$ cat src/rtl/core/sensor_average_to_segment_digits_core_assert.svh
// Assertion macros used by the core's top-level RTL file.
`ifndef SENSOR_AVERAGE_TO_SEGMENT_DIGITS_CORE_ASSERT_SVH
`define SENSOR_AVERAGE_TO_SEGMENT_DIGITS_CORE_ASSERT_SVH

// Same-cycle implication, held off during reset.
`define SASD_ASSERT_IMPLY(name, clk_s, rstn_s, ante, cons) \
  name: assert property (@(posedge clk_s) disable iff (!rstn_s) (ante) |-> (cons)) \
    else $error("sasd: implication check failed");

// Next-cycle implication, held off during reset.
`define SASD_ASSERT_NEXT(name, clk_s, rstn_s, ante, cons) \
  name: assert property (@(posedge clk_s) disable iff (!rstn_s) (ante) |=> (cons)) \
    else $error("sasd: next-cycle check failed");

`endif

$ cat src/rtl/core/sasd_pkg.sv
`default_nettype none
package sasd_pkg;

  // Configuration register
  localparam int unsigned      SAMPLE_COUNT_W     = 13;
  localparam logic [12:0]      SAMPLE_COUNT_RESET = 13'd1000;
  localparam int unsigned      CFG_ADDR_W         = 3;
  localparam logic [0:0]       CFG_IDX_SAMPLE_COUNT = 1'b0;

  // Fixed-point constants, Q16 unless noted
  localparam int unsigned      QUOT_W   = 18;
  localparam logic [17:0]      V_SCALE  = 18'd216269;
  localparam logic [17:0]      C_OFFSET = 18'd26214;
  localparam logic [22:0]      C_GAIN   = 23'd3360821;
  localparam logic [23:0]      F_GAIN   = 24'd6049477;
  localparam logic [22:0]      F_OFFSET = 23'd4516943;
  localparam int unsigned      GAIN_W   = 25;
  localparam int unsigned      PROD_W   = 44;
  localparam logic signed [PROD_W-1:0] F_OFFSET_Q32 =
    signed'(PROD_W'({F_OFFSET, 16'h0000}));
  localparam int unsigned      READ_LSB = 32;
  localparam int unsigned      READ_W   = 8;

  // Segment patterns
  localparam logic [7:0] SEG_C = 8'h39;
  localparam logic [7:0] SEG_F = 8'h71;

  // Queue fill status seen by both sides
  typedef struct packed {
    logic full;
    logic empty;
  } queue_status_t;

  // Back-end sequencer
  typedef enum logic [2:0] {
    BK_IDLE,
    BK_DIVIDE,
    BK_GAIN,
    BK_CONVERT,
    BK_SPLIT,
    BK_EMIT
  } back_state_t;

  // Digit position within one reading
  typedef enum logic [1:0] {
    POS_HUND,
    POS_TENS,
    POS_ONES,
    POS_UNIT
  } digit_pos_t;

  function automatic logic [7:0] digit_seg(input logic [3:0] d);
    logic [7:0] seg;
    case (d)
      4'd0:    seg = 8'h3F;
      4'd1:    seg = 8'h06;
      4'd2:    seg = 8'h5B;
      4'd3:    seg = 8'h4F;
      4'd4:    seg = 8'h66;
      4'd5:    seg = 8'h6D;
      4'd6:    seg = 8'h7D;
      4'd7:    seg = 8'h07;
      4'd8:    seg = 8'h7F;
      4'd9:    seg = 8'h6F;
      default: seg = 8'h00;
    endcase
    return seg;
  endfunction

endpackage
`default_nettype wire

$ cat src/rtl/core/sasd_front.sv
`default_nettype none
module sasd_front #(
  parameter int unsigned ADC_BITS    = 12,
  parameter int unsigned MAX_SAMPLES = 4096,
  parameter int unsigned IN_DATA_W   = 16,
  parameter int unsigned SUM_W       = 24,
  parameter int unsigned CNT_W       = 13,
  parameter int unsigned JOB_W       = 38
) (
  input  wire logic                                 clk,
  input  wire logic                                 rst_n,
  input  wire logic [sasd_pkg::SAMPLE_COUNT_W-1:0]  sample_count,
  input  wire logic                                 in_tvalid,
  output logic                                      in_tready,
  input  wire logic [IN_DATA_W-1:0]                 in_tdata,
  input  wire logic                                 in_tuser,
  input  wire sasd_pkg::queue_status_t              q_status,
  output logic                                      q_push,
  output logic [JOB_W-1:0]                          q_job
);

  logic [SUM_W-1:0] sum_r, sum_nxt;
  logic [CNT_W-1:0] taken_r, taken_nxt;
  logic [CNT_W-1:0] win_len;
  logic [31:0]      count_ext;
  logic [SUM_W-1:0] sum_add;
  logic [CNT_W-1:0] taken_inc;
  logic             accept;
  logic             closing;

  // Clamp the window length into 1..MAX_SAMPLES
  assign count_ext = 32'(sample_count);
  always_comb begin
    if (count_ext == 32'd0) begin
      win_len = CNT_W'(1);
    end else if (count_ext > 32'(MAX_SAMPLES)) begin
      win_len = CNT_W'(MAX_SAMPLES);
    end else begin
      win_len = CNT_W'(sample_count);
    end
  end

  // Accumulate and detect the window-closing item
  assign in_tready = !q_status.full;
  assign accept    = in_tvalid && in_tready;
  assign sum_add   = sum_r + SUM_W'(in_tdata[ADC_BITS-1:0]);
  assign taken_inc = taken_r + CNT_W'(1);
  assign closing   = taken_inc >= win_len;

  always_comb begin
    sum_nxt   = sum_r;
    taken_nxt = taken_r;
    if (accept) begin
      if (closing) begin
        sum_nxt   = '0;
        taken_nxt = '0;
      end else begin
        sum_nxt   = sum_add;
        taken_nxt = taken_inc;
      end
    end
  end

  always_ff @(posedge clk) begin
    if (!rst_n) begin
      sum_r   <= '0;
      taken_r <= '0;
    end else begin
      sum_r   <= sum_nxt;
      taken_r <= taken_nxt;
    end
  end

  // Hand the finished window to the back end
  assign q_push = accept && closing;
  assign q_job  = {sum_add, taken_inc, in_tuser};

endmodule
`default_nettype wire

$ cat src/rtl/core/sasd_queue.sv
`default_nettype none
module sasd_queue #(
  parameter int unsigned WIDTH = 38,
  parameter int unsigned DEPTH = 2
) (
  input  wire logic                     clk,
  input  wire logic                     rst_n,
  input  wire logic                     push,
  input  wire logic [WIDTH-1:0]         push_data,
  input  wire logic                     pop,
  output logic [WIDTH-1:0]              pop_data,
  output sasd_pkg::queue_status_t       status
);

  localparam int unsigned PTR_W = (DEPTH > 1) ? $clog2(DEPTH) : 1;
  localparam int unsigned CNT_W = $clog2(DEPTH + 1);

  logic [WIDTH-1:0] entry_r [DEPTH];
  logic [PTR_W-1:0] wr_ptr_r, wr_ptr_nxt;
  logic [PTR_W-1:0] rd_ptr_r, rd_ptr_nxt;
  logic [CNT_W-1:0] count_r, count_nxt;
  logic             do_push;
  logic             do_pop;

  assign status.full  = count_r == CNT_W'(DEPTH);
  assign status.empty = count_r == '0;
  assign do_push      = push && !status.full;
  assign do_pop       = pop && !status.empty;
  assign pop_data     = entry_r[rd_ptr_r];

  // Advance pointers with wrap at the depth
  always_comb begin
    wr_ptr_nxt = wr_ptr_r;
    rd_ptr_nxt = rd_ptr_r;
    count_nxt  = count_r;
    if (do_push) begin
      wr_ptr_nxt = (wr_ptr_r == PTR_W'(DEPTH - 1)) ? '0 : wr_ptr_r + PTR_W'(1);
    end
    if (do_pop) begin
      rd_ptr_nxt = (rd_ptr_r == PTR_W'(DEPTH - 1)) ? '0 : rd_ptr_r + PTR_W'(1);
    end
    if (do_push && !do_pop) begin
      count_nxt = count_r + CNT_W'(1);
    end else if (do_pop && !do_push) begin
      count_nxt = count_r - CNT_W'(1);
    end
  end

  always_ff @(posedge clk) begin
    if (!rst_n) begin
      wr_ptr_r <= '0;
      rd_ptr_r <= '0;
      count_r  <= '0;
    end else begin
      wr_ptr_r <= wr_ptr_nxt;
      rd_ptr_r <= rd_ptr_nxt;
      count_r  <= count_nxt;
    end
  end

  // Store the pushed item
  always_ff @(posedge clk) begin
    if (do_push) begin
      entry_r[wr_ptr_r] <= push_data;
    end
  end

endmodule
`default_nettype wire

$ cat src/rtl/core/sasd_back.sv
`default_nettype none
module sasd_back #(
  parameter int unsigned ADC_BITS = 12,
  parameter int unsigned SUM_W    = 24,
  parameter int unsigned CNT_W    = 13,
  parameter int unsigned JOB_W    = 38
) (
  input  wire logic                     clk,
  input  wire logic                     rst_n,
  input  wire sasd_pkg::queue_status_t  q_status,
  input  wire logic [JOB_W-1:0]         q_job,
  output logic                          q_pop,
  output logic                          out_tvalid,
  input  wire logic                     out_tready,
  output logic [7:0]                    out_tdata,
  output logic                          out_tlast
);

  localparam int unsigned QW      = sasd_pkg::QUOT_W;
  localparam int unsigned PW      = sasd_pkg::PROD_W;
  localparam int unsigned SCALE_W = SUM_W + QW;
  localparam int unsigned DEN_W   = CNT_W + ADC_BITS;
  localparam int unsigned DSH_W   = DEN_W + QW - 1;
  localparam int unsigned WORK_W  = (SCALE_W > DSH_W) ? SCALE_W : DSH_W;
  localparam int unsigned STEP_W  = $clog2(QW);
  localparam logic [15:0] DIV10_MUL   = 16'd205;
  localparam int unsigned DIV10_SHIFT = 11;

  sasd_pkg::back_state_t state_r, state_nxt;

  logic                  out_load;
  logic [SUM_W-1:0]      job_sum;
  logic [CNT_W-1:0]      job_cnt;
  logic [SCALE_W-1:0]    scaled;
  logic [DEN_W-1:0]      divisor;
  logic                  fahr_r;
  logic [WORK_W-1:0]     rem_r;
  logic [WORK_W-1:0]     den_r;
  logic [QW-1:0]         quot_r;
  logic [STEP_W-1:0]     step_r;
  logic                  rem_ge;
  logic [QW:0]           quot_ext;
  logic signed [QW:0]    mul_a;
  logic signed [sasd_pkg::GAIN_W-1:0] mul_b;
  logic signed [PW-1:0]  prod_c;
  logic signed [PW-1:0]  prod_r;
  logic signed [PW-1:0]  p_c;
  logic [7:0]            reading_r;
  logic [3:0]            hund_c;
  logic [7:0]            rem100_c;
  logic [15:0]           tens_prod;
  logic [3:0]            tens_c;
  logic [7:0]            ones_c;
  logic [3:0]            hund_r;
  logic [3:0]            tens_r;
  logic [3:0]            ones_r;
  sasd_pkg::digit_pos_t  pos_r;
  sasd_pkg::digit_pos_t  pos_start;
  logic [7:0]            seg_c;
  logic                  out_tvalid_r;
  logic [7:0]            out_tdata_r;
  logic                  out_tlast_r;

  // Unpack the queued window: sum, sample count, unit flag
  assign job_sum = q_job[JOB_W-1 -: SUM_W];
  assign job_cnt = q_job[CNT_W:1];
  assign scaled  = SCALE_W'(job_sum) * SCALE_W'(sasd_pkg::V_SCALE);
  assign divisor = (DEN_W'(job_cnt) << ADC_BITS) - DEN_W'(job_cnt);

  assign out_load = !out_tvalid_r || out_tready;

  // Sequence one reading at a time
  always_comb begin
    state_nxt = state_r;
    q_pop     = 1'b0;
    case (state_r)
      sasd_pkg::BK_IDLE: begin
        if (!q_status.empty) begin
          q_pop     = 1'b1;
          state_nxt = sasd_pkg::BK_DIVIDE;
        end
      end
      sasd_pkg::BK_DIVIDE: begin
        if (step_r == STEP_W'(QW - 1)) begin
          state_nxt = sasd_pkg::BK_GAIN;
        end
      end
      sasd_pkg::BK_GAIN:    state_nxt = sasd_pkg::BK_CONVERT;
      sasd_pkg::BK_CONVERT: state_nxt = sasd_pkg::BK_SPLIT;
      sasd_pkg::BK_SPLIT:   state_nxt = sasd_pkg::BK_EMIT;
      sasd_pkg::BK_EMIT: begin
        if (out_load && pos_r == sasd_pkg::POS_UNIT) begin
          state_nxt = sasd_pkg::BK_IDLE;
        end
      end
      default: state_nxt = sasd_pkg::BK_IDLE;
    endcase
  end

  always_ff @(posedge clk) begin
    if (!rst_n) begin
      state_r <= sasd_pkg::BK_IDLE;
    end else begin
      state_r <= state_nxt;
    end
  end

  // Restoring divide, one quotient bit per cycle
  assign rem_ge = rem_r >= den_r;

  // Gain multiply operands: Celsius removes the offset first
  assign quot_ext = {1'b0, quot_r};
  assign mul_a = fahr_r ? signed'(quot_ext) : signed'(quot_ext - {1'b0, sasd_pkg::C_OFFSET});
  assign mul_b = fahr_r ? signed'({1'b0, sasd_pkg::F_GAIN})
                        : signed'({2'b00, sasd_pkg::C_GAIN});
  assign prod_c = mul_a * mul_b;

  // Fahrenheit removes its offset after the multiply
  assign p_c = prod_r - (fahr_r ? sasd_pkg::F_OFFSET_Q32 : PW'(0));

  // Split the reading into decimal digits
  always_comb begin
    if (reading_r >= 8'd200) begin
      hund_c   = 4'd2;
      rem100_c = reading_r - 8'd200;
    end else if (reading_r >= 8'd100) begin
      hund_c   = 4'd1;
      rem100_c = reading_r - 8'd100;
    end else begin
      hund_c   = 4'd0;
      rem100_c = reading_r;
    end
    tens_prod = 16'(rem100_c) * DIV10_MUL;
    tens_c    = tens_prod[DIV10_SHIFT +: 4];
    ones_c    = rem100_c - (8'({tens_c, 3'b000}) + 8'({tens_c, 1'b0}));
    if (reading_r >= 8'd100) begin
      pos_start = sasd_pkg::POS_HUND;
    end else if (reading_r >= 8'd10) begin
      pos_start = sasd_pkg::POS_TENS;
    end else if (reading_r != 8'd0) begin
      pos_start = sasd_pkg::POS_ONES;
    end else begin
      pos_start = sasd_pkg::POS_UNIT;
    end
  end

  // Pick the pattern for the current position
  always_comb begin
    case (pos_r)
      sasd_pkg::POS_HUND: seg_c = sasd_pkg::digit_seg(hund_r);
      sasd_pkg::POS_TENS: seg_c = sasd_pkg::digit_seg(tens_r);
      sasd_pkg::POS_ONES: seg_c = sasd_pkg::digit_seg(ones_r);
      default:            seg_c = fahr_r ? sasd_pkg::SEG_F : sasd_pkg::SEG_C;
    endcase
  end

  // Datapath registers
  always_ff @(posedge clk) begin
    case (state_r)
      sasd_pkg::BK_IDLE: begin
        fahr_r <= q_job[0];
        rem_r  <= WORK_W'(scaled);
        den_r  <= WORK_W'(divisor) << (QW - 1);
        quot_r <= '0;
        step_r <= '0;
      end
      sasd_pkg::BK_DIVIDE: begin
        if (rem_ge) begin
          rem_r <= rem_r - den_r;
        end
        den_r  <= den_r >> 1;
        quot_r <= {quot_r[QW-2:0], rem_ge};
        step_r <= step_r + STEP_W'(1);
      end
      sasd_pkg::BK_GAIN: begin
        prod_r <= prod_c;
      end
      sasd_pkg::BK_CONVERT: begin
        if (!p_c[PW-1] && p_c != PW'(0)) begin
          reading_r <= p_c[sasd_pkg::READ_LSB +: sasd_pkg::READ_W];
        end else begin
          reading_r <= '0;
        end
      end
      sasd_pkg::BK_SPLIT: begin
        hund_r <= hund_c;
        tens_r <= tens_c;
        ones_r <= ones_c[3:0];
        pos_r  <= pos_start;
      end
      sasd_pkg::BK_EMIT: begin
        if (out_load && pos_r != sasd_pkg::POS_UNIT) begin
          pos_r <= sasd_pkg::digit_pos_t'(pos_r + 2'd1);
        end
      end
      default: begin
      end
    endcase
  end

  // Output register: hold while the receiver stalls
  always_ff @(posedge clk) begin
    if (!rst_n) begin
      out_tvalid_r <= 1'b0;
    end else if (state_r == sasd_pkg::BK_EMIT && out_load) begin
      out_tvalid_r <= 1'b1;
    end else if (out_tready) begin
      out_tvalid_r <= 1'b0;
    end
  end

  always_ff @(posedge clk) begin
    if (state_r == sasd_pkg::BK_EMIT && out_load) begin
      out_tdata_r <= seg_c;
      out_tlast_r <= pos_r == sasd_pkg::POS_UNIT;
    end
  end

  assign out_tvalid = out_tvalid_r;
  assign out_tdata  = out_tdata_r;
  assign out_tlast  = out_tlast_r;

endmodule
`default_nettype wire

$ cat src/rtl/core/sensor_average_to_segment_digits_core.sv
// Sensor averaging core with seven-segment digit output.
// Input stream: in_tdata carries one converter sample, in_tuser the unit
//   choice (1 Fahrenheit, 0 Celsius), taken from the sample closing a window.
// Output stream: out_tdata is one segment pattern; the digits of the reading
//   come most significant first, then the unit letter with out_tlast high.
// Config: APB register 0 (byte address 0) sets the window length, read back.
// Throughput: one sample per cycle while the window queue has room. Each
//   reading occupies the back end for the bit-serial divide, then the gain,
//   convert and split steps, and one emit step per output item.
// The front end queues up to two finished windows; when both are waiting,
//   in_tready drops until the back end takes one.
// Stall: out_tready low holds the output register; the front end keeps
//   accepting samples until the queue fills.
// Reset: clears the open window and the queue, sets the window length
//   to 1000 samples; no clearing pass is needed.
`default_nettype none
`include "sensor_average_to_segment_digits_core_assert.svh"
module sensor_average_to_segment_digits_core #(
  parameter int unsigned ADC_BITS    = 12,
  parameter int unsigned MAX_SAMPLES = 4096
) (
  input  wire logic                                 clk,
  input  wire logic                                 rst_n,
  input  wire logic                                 cfg_psel,
  input  wire logic                                 cfg_penable,
  input  wire logic                                 cfg_pwrite,
  input  wire logic [sasd_pkg::CFG_ADDR_W-1:0]      cfg_paddr,
  input  wire logic [31:0]                          cfg_pwdata,
  output logic [31:0]                               cfg_prdata,
  output logic                                      cfg_pready,
  input  wire logic                                 in_tvalid,
  output logic                                      in_tready,
  // adc_sample in the low ADC_BITS bits, zero padded to whole bytes
  input  wire logic [((ADC_BITS + 7) / 8) * 8 - 1:0] in_tdata,
  // unit_is_fahrenheit
  input  wire logic                                 in_tuser,
  output logic                                      out_tvalid,
  input  wire logic                                 out_tready,
  // segments (bit0 a .. bit6 g, bit7 point)
  output logic [7:0]                                out_tdata,
  output logic                                      out_tlast
);

  localparam int unsigned IN_DATA_W = ((ADC_BITS + 7) / 8) * 8;
  localparam int unsigned CNT_W     = $clog2(MAX_SAMPLES + 1);
  localparam int unsigned SUM_W     = ADC_BITS + $clog2(MAX_SAMPLES);
  localparam int unsigned JOB_W     = SUM_W + CNT_W + 1;

  logic [sasd_pkg::SAMPLE_COUNT_W-1:0] sample_count_r;
  logic                                cfg_wr;
  logic                                cfg_hit;
  logic                                q_push;
  logic                                q_pop;
  logic [JOB_W-1:0]                    q_job_in;
  logic [JOB_W-1:0]                    q_job_out;
  sasd_pkg::queue_status_t             q_status;
  logic                                out_is_unit;

  // Configuration register access
  assign cfg_pready = 1'b1;
  assign cfg_hit    = cfg_paddr[sasd_pkg::CFG_ADDR_W-1:2] == sasd_pkg::CFG_IDX_SAMPLE_COUNT;
  assign cfg_wr     = cfg_psel && cfg_penable && cfg_pwrite && cfg_pready;
  assign cfg_prdata = cfg_hit ? 32'(sample_count_r) : 32'd0;

  always_ff @(posedge clk) begin
    if (!rst_n) begin
      sample_count_r <= sasd_pkg::SAMPLE_COUNT_RESET;
    end else if (cfg_wr && cfg_hit) begin
      sample_count_r <= cfg_pwdata[sasd_pkg::SAMPLE_COUNT_W-1:0];
    end
  end

  sasd_front #(
    .ADC_BITS    (ADC_BITS),
    .MAX_SAMPLES (MAX_SAMPLES),
    .IN_DATA_W   (IN_DATA_W),
    .SUM_W       (SUM_W),
    .CNT_W       (CNT_W),
    .JOB_W       (JOB_W)
  ) u_front (
    .clk          (clk),
    .rst_n        (rst_n),
    .sample_count (sample_count_r),
    .in_tvalid    (in_tvalid),
    .in_tready    (in_tready),
    .in_tdata     (in_tdata),
    .in_tuser     (in_tuser),
    .q_status     (q_status),
    .q_push       (q_push),
    .q_job        (q_job_in)
  );

  sasd_queue #(
    .WIDTH (JOB_W),
    .DEPTH (2)
  ) u_queue (
    .clk       (clk),
    .rst_n     (rst_n),
    .push      (q_push),
    .push_data (q_job_in),
    .pop       (q_pop),
    .pop_data  (q_job_out),
    .status    (q_status)
  );

  sasd_back #(
    .ADC_BITS (ADC_BITS),
    .SUM_W    (SUM_W),
    .CNT_W    (CNT_W),
    .JOB_W    (JOB_W)
  ) u_back (
    .clk        (clk),
    .rst_n      (rst_n),
    .q_status   (q_status),
    .q_job      (q_job_out),
    .q_pop      (q_pop),
    .out_tvalid (out_tvalid),
    .out_tready (out_tready),
    .out_tdata  (out_tdata),
    .out_tlast  (out_tlast)
  );

  // Flag an output pattern that is a unit letter
  assign out_is_unit = out_tdata == sasd_pkg::SEG_C || out_tdata == sasd_pkg::SEG_F;

  // Front never pushes into a full queue
  `SASD_ASSERT_IMPLY(a_push_has_room, clk, rst_n, q_push, !q_status.full)
  // Back only pops a waiting window
  `SASD_ASSERT_IMPLY(a_pop_has_item, clk, rst_n, q_pop, !q_status.empty)
  // Back stays busy after taking a window, so pops never come back to back
  `SASD_ASSERT_NEXT(a_pop_spaced, clk, rst_n, q_pop, !q_pop)
  // Only the unit letter closes a reading
  `SASD_ASSERT_IMPLY(a_last_is_unit, clk, rst_n, out_tvalid, out_tlast == out_is_unit)

endmodule
`default_nettype wire

$ cat config.mk
export PLATFORM = sky130hd
export DESIGN_NAME = sensor_average_to_segment_digits_core
export DESIGN_NICKNAME = d
export VERILOG_FILES = /design/src/rtl/core/sasd_pkg.sv /design/src/rtl/core/sasd_front.sv /design/src/rtl/core/sasd_queue.sv /design/src/rtl/core/sasd_back.sv /design/src/rtl/core/sensor_average_to_segment_digits_core.sv
export VERILOG_INCLUDE_DIRS = /design/src /design/src/rtl/core
export SDC_FILE = /design/constraint.sdc
export NUM_CORES = 2
export LEC_CHECK = 0
export BUFFER_PORTS_ARGS = -buffer_cell sky130_fd_sc_hd__buf_4
export CAP_MARGIN = 25
export CORE_UTILIZATION = 38
export CTS_CLUSTER_SIZE = 30
export DETAILED_ROUTE_END_ITERATION = 10
export GPL_ROUTABILITY_DRIVEN = 1
export PLACE_DENSITY = 0.64
export RECOVER_POWER = 50
export SETUP_SLACK_MARGIN = 0.02
export SLEW_MARGIN = 30
export SYNTH_ARGS = -nofsm -noshare
export SYNTH_HDL_FRONTEND = slang
export SYNTH_HIERARCHICAL = 1
export SYNTH_SLANG_ARGS = --single-unit
$ cat constraint.sdc
create_clock -name clk -period 19.4 [get_ports clk]
set_input_delay 0 -clock clk [delete_from_list [all_inputs] [get_ports clk]]
set_output_delay 0 -clock clk [all_outputs]
set_load 0.03 [all_outputs]
==> summary.md <==
| Metric | Value |
|---|---|
| Sort of element at the end of the critical path | `flip-flop` |
| Crit path time final | `9.47 ns` |
| Latest clock arrival within the worst-skew pair | `0.59 ns` |
| Switching portion of total power | `22.8%` |
| Worst hold path type | `primary input to flip-flop` |
| H-tree depth | `2` |
| Total of flip-flops plus latches after synthesis | `317` |
| Internal Power | `1.25 mW` |
| Sequential area share after synthesis | `23.9%` |
| Count of boundary I/O pins | `103` |
| Achievable clock frequency | `106 MHz` |
| Share of total power in the clock network | `48.8%` |
| Setup TNS | `0 ns` |
| Clock tree from TritonCTS | `built` |
| Worst Max-Slew Pin Slew | `4.28 ns` |
| DIE AREA | `97,400 µm²` |
| Length of the first detailed-routing pass in iterations | `5` |
| Arrival time reported for the critical path endpoint | `9.77 ns` |
| Routability-driven placement congestion ratio | `0.920` |
| Standard-cell rows | `113` |
| Maximum capacitance violations | `4` |
| Placeable core region | `95,200 µm²` |
| Highest-delay cell along the critical path | `sky130_fd_sc_hd__o41ai_2` |
| Number of hold violations in the final report | `0` |
| Num CTS Buffers | `41` |
| Pin count of the biggest net entering global routing | `84` |
| Synth Instances | `3,693` |
| Initial cell density of the core | `38.4%` |
| Critical Path Source Type | `flip-flop` |
| Crit-path most repeated cell | `sky130_fd_sc_hd__fa_1` |
| Most frequent cells in the layout | `756 x sky130_fd_sc_hd__inv_1, 557 x sky130_fd_sc_hd__ha_1, 388 x sky130_fd_sc_hd__fa_1` |
| Most used flip-flop cell after synthesis | `sky130_fd_sc_hd__edfxtp_1` |
| Wire length after detailed routing | `79,100 µm` |
| Root Buffer Master | `sky130_fd_sc_hd__clkbuf_16` |
| Ratio of cells with drive above 1 in the final layout | `4.78%` |
| Clock Skew | `0.0450 ns` |
| Clock tree buffer depth | `3` |
| Gr usage total | `16.7%` |
| Number of distinct library cells after synthesis | `95` |
| Total congestion overflow after global routing | `0` |
| Violated checks | `max-capacitance violations, max-slew violations` |
| Synth warn | `6` |
| Port buffer count | `56` |
| Number of pins with negative max-slew slack in the final report | `239` |
| Final antenna diode count | `0` |
| Maximum single-stage delay on the critical path | `0.67 ns` |
| Number of vias in the routed layout | `24,900` |
| Antenna violations before repair | `1` |
| Area Overhead vs Synth | `9.61%` |
| Final setup viols | `0` |
| Post-layout net count | `4,780` |
| DRC violation total after the first TritonRoute iteration | `1,361` |
| Slew Limit Headroom | `-185%` |
| Part of the total power dissipated in combinational logic | `5.9%` |
| Worst ir drop on vdd | `62.5 µV` |
| Most frequent standard cell in the layout excluding fill and tap cells | `sky130_fd_sc_hd__inv_1` |
| Post-synth EDFFs | `239` |
| Result of the run | `finished, violations left` |
| Sequential fraction of design power | `45.3%` |
| Final routed wire length divided by cell count | `15.6 µm` |
| Final cycle utilization of the critical path | `48.8%` |
| Synth Area per Inst | `9.89 µm²` |
| Power density over the cells | `40.6 nW/µm²` |
| Total clock sinks | `317` |
| Non-Filler Instances | `5,074` |
| Total DRC errors in the routed layout | `0` |
| Type of the worst setup path | `flip-flop to flip-flop` |
| Cells after DPL | `4,944` |
| Setup repair after global routing missed its margin | `no` |
| Net switching component of the power | `0.369 mW` |
| Routed vias/inst | `4.91` |
| Die X-Extent | `312 µm` |
| Biggest fanout along the worst timing path | `7` |
| Leakage power of the design | `19.3 nW` |
| Share of synthesized registers carrying an async set or reset | `0%` |
| Required time of the worst setup path | `19.71 ns` |
| Die H | `312 µm` |
| Wire length of the first global-routing pass | `132,000 µm` |
| Post-synthesis instance area | `36,500 µm²` |
| Remaining antenna violation count | `0` |
| Vias in the first global route | `25,500` |
| Worst-path clk slew | `0.06 ns` |
| Estimated wirelength of the detail-placed design | `64,000 µm` |
-- sequential cells by signal, summed over array words and instances (netlist names), 2 cells and up, named ones only --
signal	cells
u_back/rem_r	42
u_back/quot_r	18
u_front/sum_r	24
u_back/ones_r	4
u_back/tens_r	4
u_queue/entry_r	76
u_back/reading_r	8
u_back/pos_r	2
u_back/den_r	42
u_queue/count_r	2
u_back/step_r	5
u_back/out_tdata	7
u_back/hund_r	2
u_front/taken_r	13
u_back/prod_r	27
sample_count_r	13
u_back/state_r	3
-- final cells by class --
cell class / count / area, µm²
timing repair buffer: 123 / 953
clock buffer: 57 / 1150
inverter: 756 / 2840
multi-input combinational: 2537 / 24500
sequential: 317 / 8740
fill: 9159 / 55100
clock inverter: 19 / 264
tap: 1265 / 1580
-- power groups by stage --
stage               clock (mW)  sequential [mW]  combinational [mW]
floorplan                    0            0.748              0.0725
global placement             0            0.749              0.0889
detailed placement           0            0.749              0.0903
CTS                      0.819            0.735              0.0983
global route             0.841            0.735               0.108
finish                   0.792            0.735              0.0960
-- Yosys cell counts (all sizes together) (40+ instances only) --
| master | count | share of area [%] |
|---|---|---|
| a21o | 54 | 1.1 |
| a21oi | 188 | 2.6 |
| and3 | 41 | 0.70 |
| clkbuf | 68 | 0.70 |
| dfxtp | 78 | 4.3 |
| edfxtp | 239 | 20 |
| fa | 388 | 21 |
| ha | 557 | 19 |
| inv | 756 | 7.8 |
| mux2 | 40 | 1.2 |
| nand2 | 211 | 2.2 |
| nand3 | 54 | 0.75 |
| nor2 | 173 | 1.8 |
| nor2b | 48 | 0.82 |
| nor3 | 53 | 0.75 |
| o21ai | 140 | 2.0 |
| xnor2 | 117 | 2.8 |
| xor2 | 86 | 2.1 |
-- cell families after synthesis --
group                    share of synthesized area, %
flip-flops                                       23.9
AND/OR/NAND/NOR                                  9.62
buffers and inverters                            9.23
multiplexers                                     1.97
adder cells (fa/ha/maj)                          40.4
AO/OA/AOI/OAI                                    9.99
XOR/XNOR                                         4.87
other                                          0.0411
-- timing repair --
item | 4_1_cts | 5_1_grt
gates resized for setup | 0 | 0
endpoints found under the hold margin | 48 | 0
buffers inserted | 0 | 0
hold buffers | 54 | 0
-- stage by stage --
| step | hold WS, ns | power [mW] | util [%] | worst slack [ns] | instance area, µm² |
|---|---|---|---|---|---|
| 2_1_floorplan | 0.118 | 0.820 | - | 11.18 | 36600 |
| 3_3_place_gp | 0.188 | 0.838 | 40.2 | 9.61 | 38200 |
| 3_5_place_dp | 0.190 | 0.839 | 40.2 | 9.60 | 38200 |
| 4_1_cts | 0.0199 | 1.65 | 42.2 | 9.55 | 40200 |
| 5_1_grt | 0.0657 | 1.68 | 42.1 | 9.22 | 40000 |
| 6_report | 0.0171 | 1.62 | 42.1 | 9.93 | 40000 |
-- per-layer routing --
metal  vias to the layer above  track usage (%)  wire, µm  part of all wire [%]
met1                     12000             23.6     38300                    48
li1                      12400                -         -                     -
met2                       435             27.4     36200                    46
met5                         -                0         0                     0
met4                         0             3.60      1400                   1.8
met3                        68             1.86      3240                   4.1
-- worst max-delay path: cells and delay by family, from the launching register on --
family	cells	cell delay (ns)
compound gates	8	2.81
xor+xnor	2	0.53
fa+ha+maj	8	3.70
buf+inv	4	0.40
flops	1	0.46
simple gates	7	1.29
-- final timing paths --
kind         slack, ns                            from  depth (start not counted)                              to
max               9.93  u_back/quot_r[2]$_SDFFCE_PN0P_                         29     u_back/prod_r[41]$_DFFE_PP_
min reg2reg       0.46   u_front/sum_r[5]$_SDFFE_PN0P_                          2   u_front/sum_r[5]$_SDFFE_PN0P_
min               0.02                      out_tready                          3  u_back/out_tvalid$_SDFFE_PN0P_
max reg2reg       9.93  u_back/quot_r[2]$_SDFFCE_PN0P_                         29     u_back/prod_r[41]$_DFFE_PP_
(Power assumes the default switching activity.)
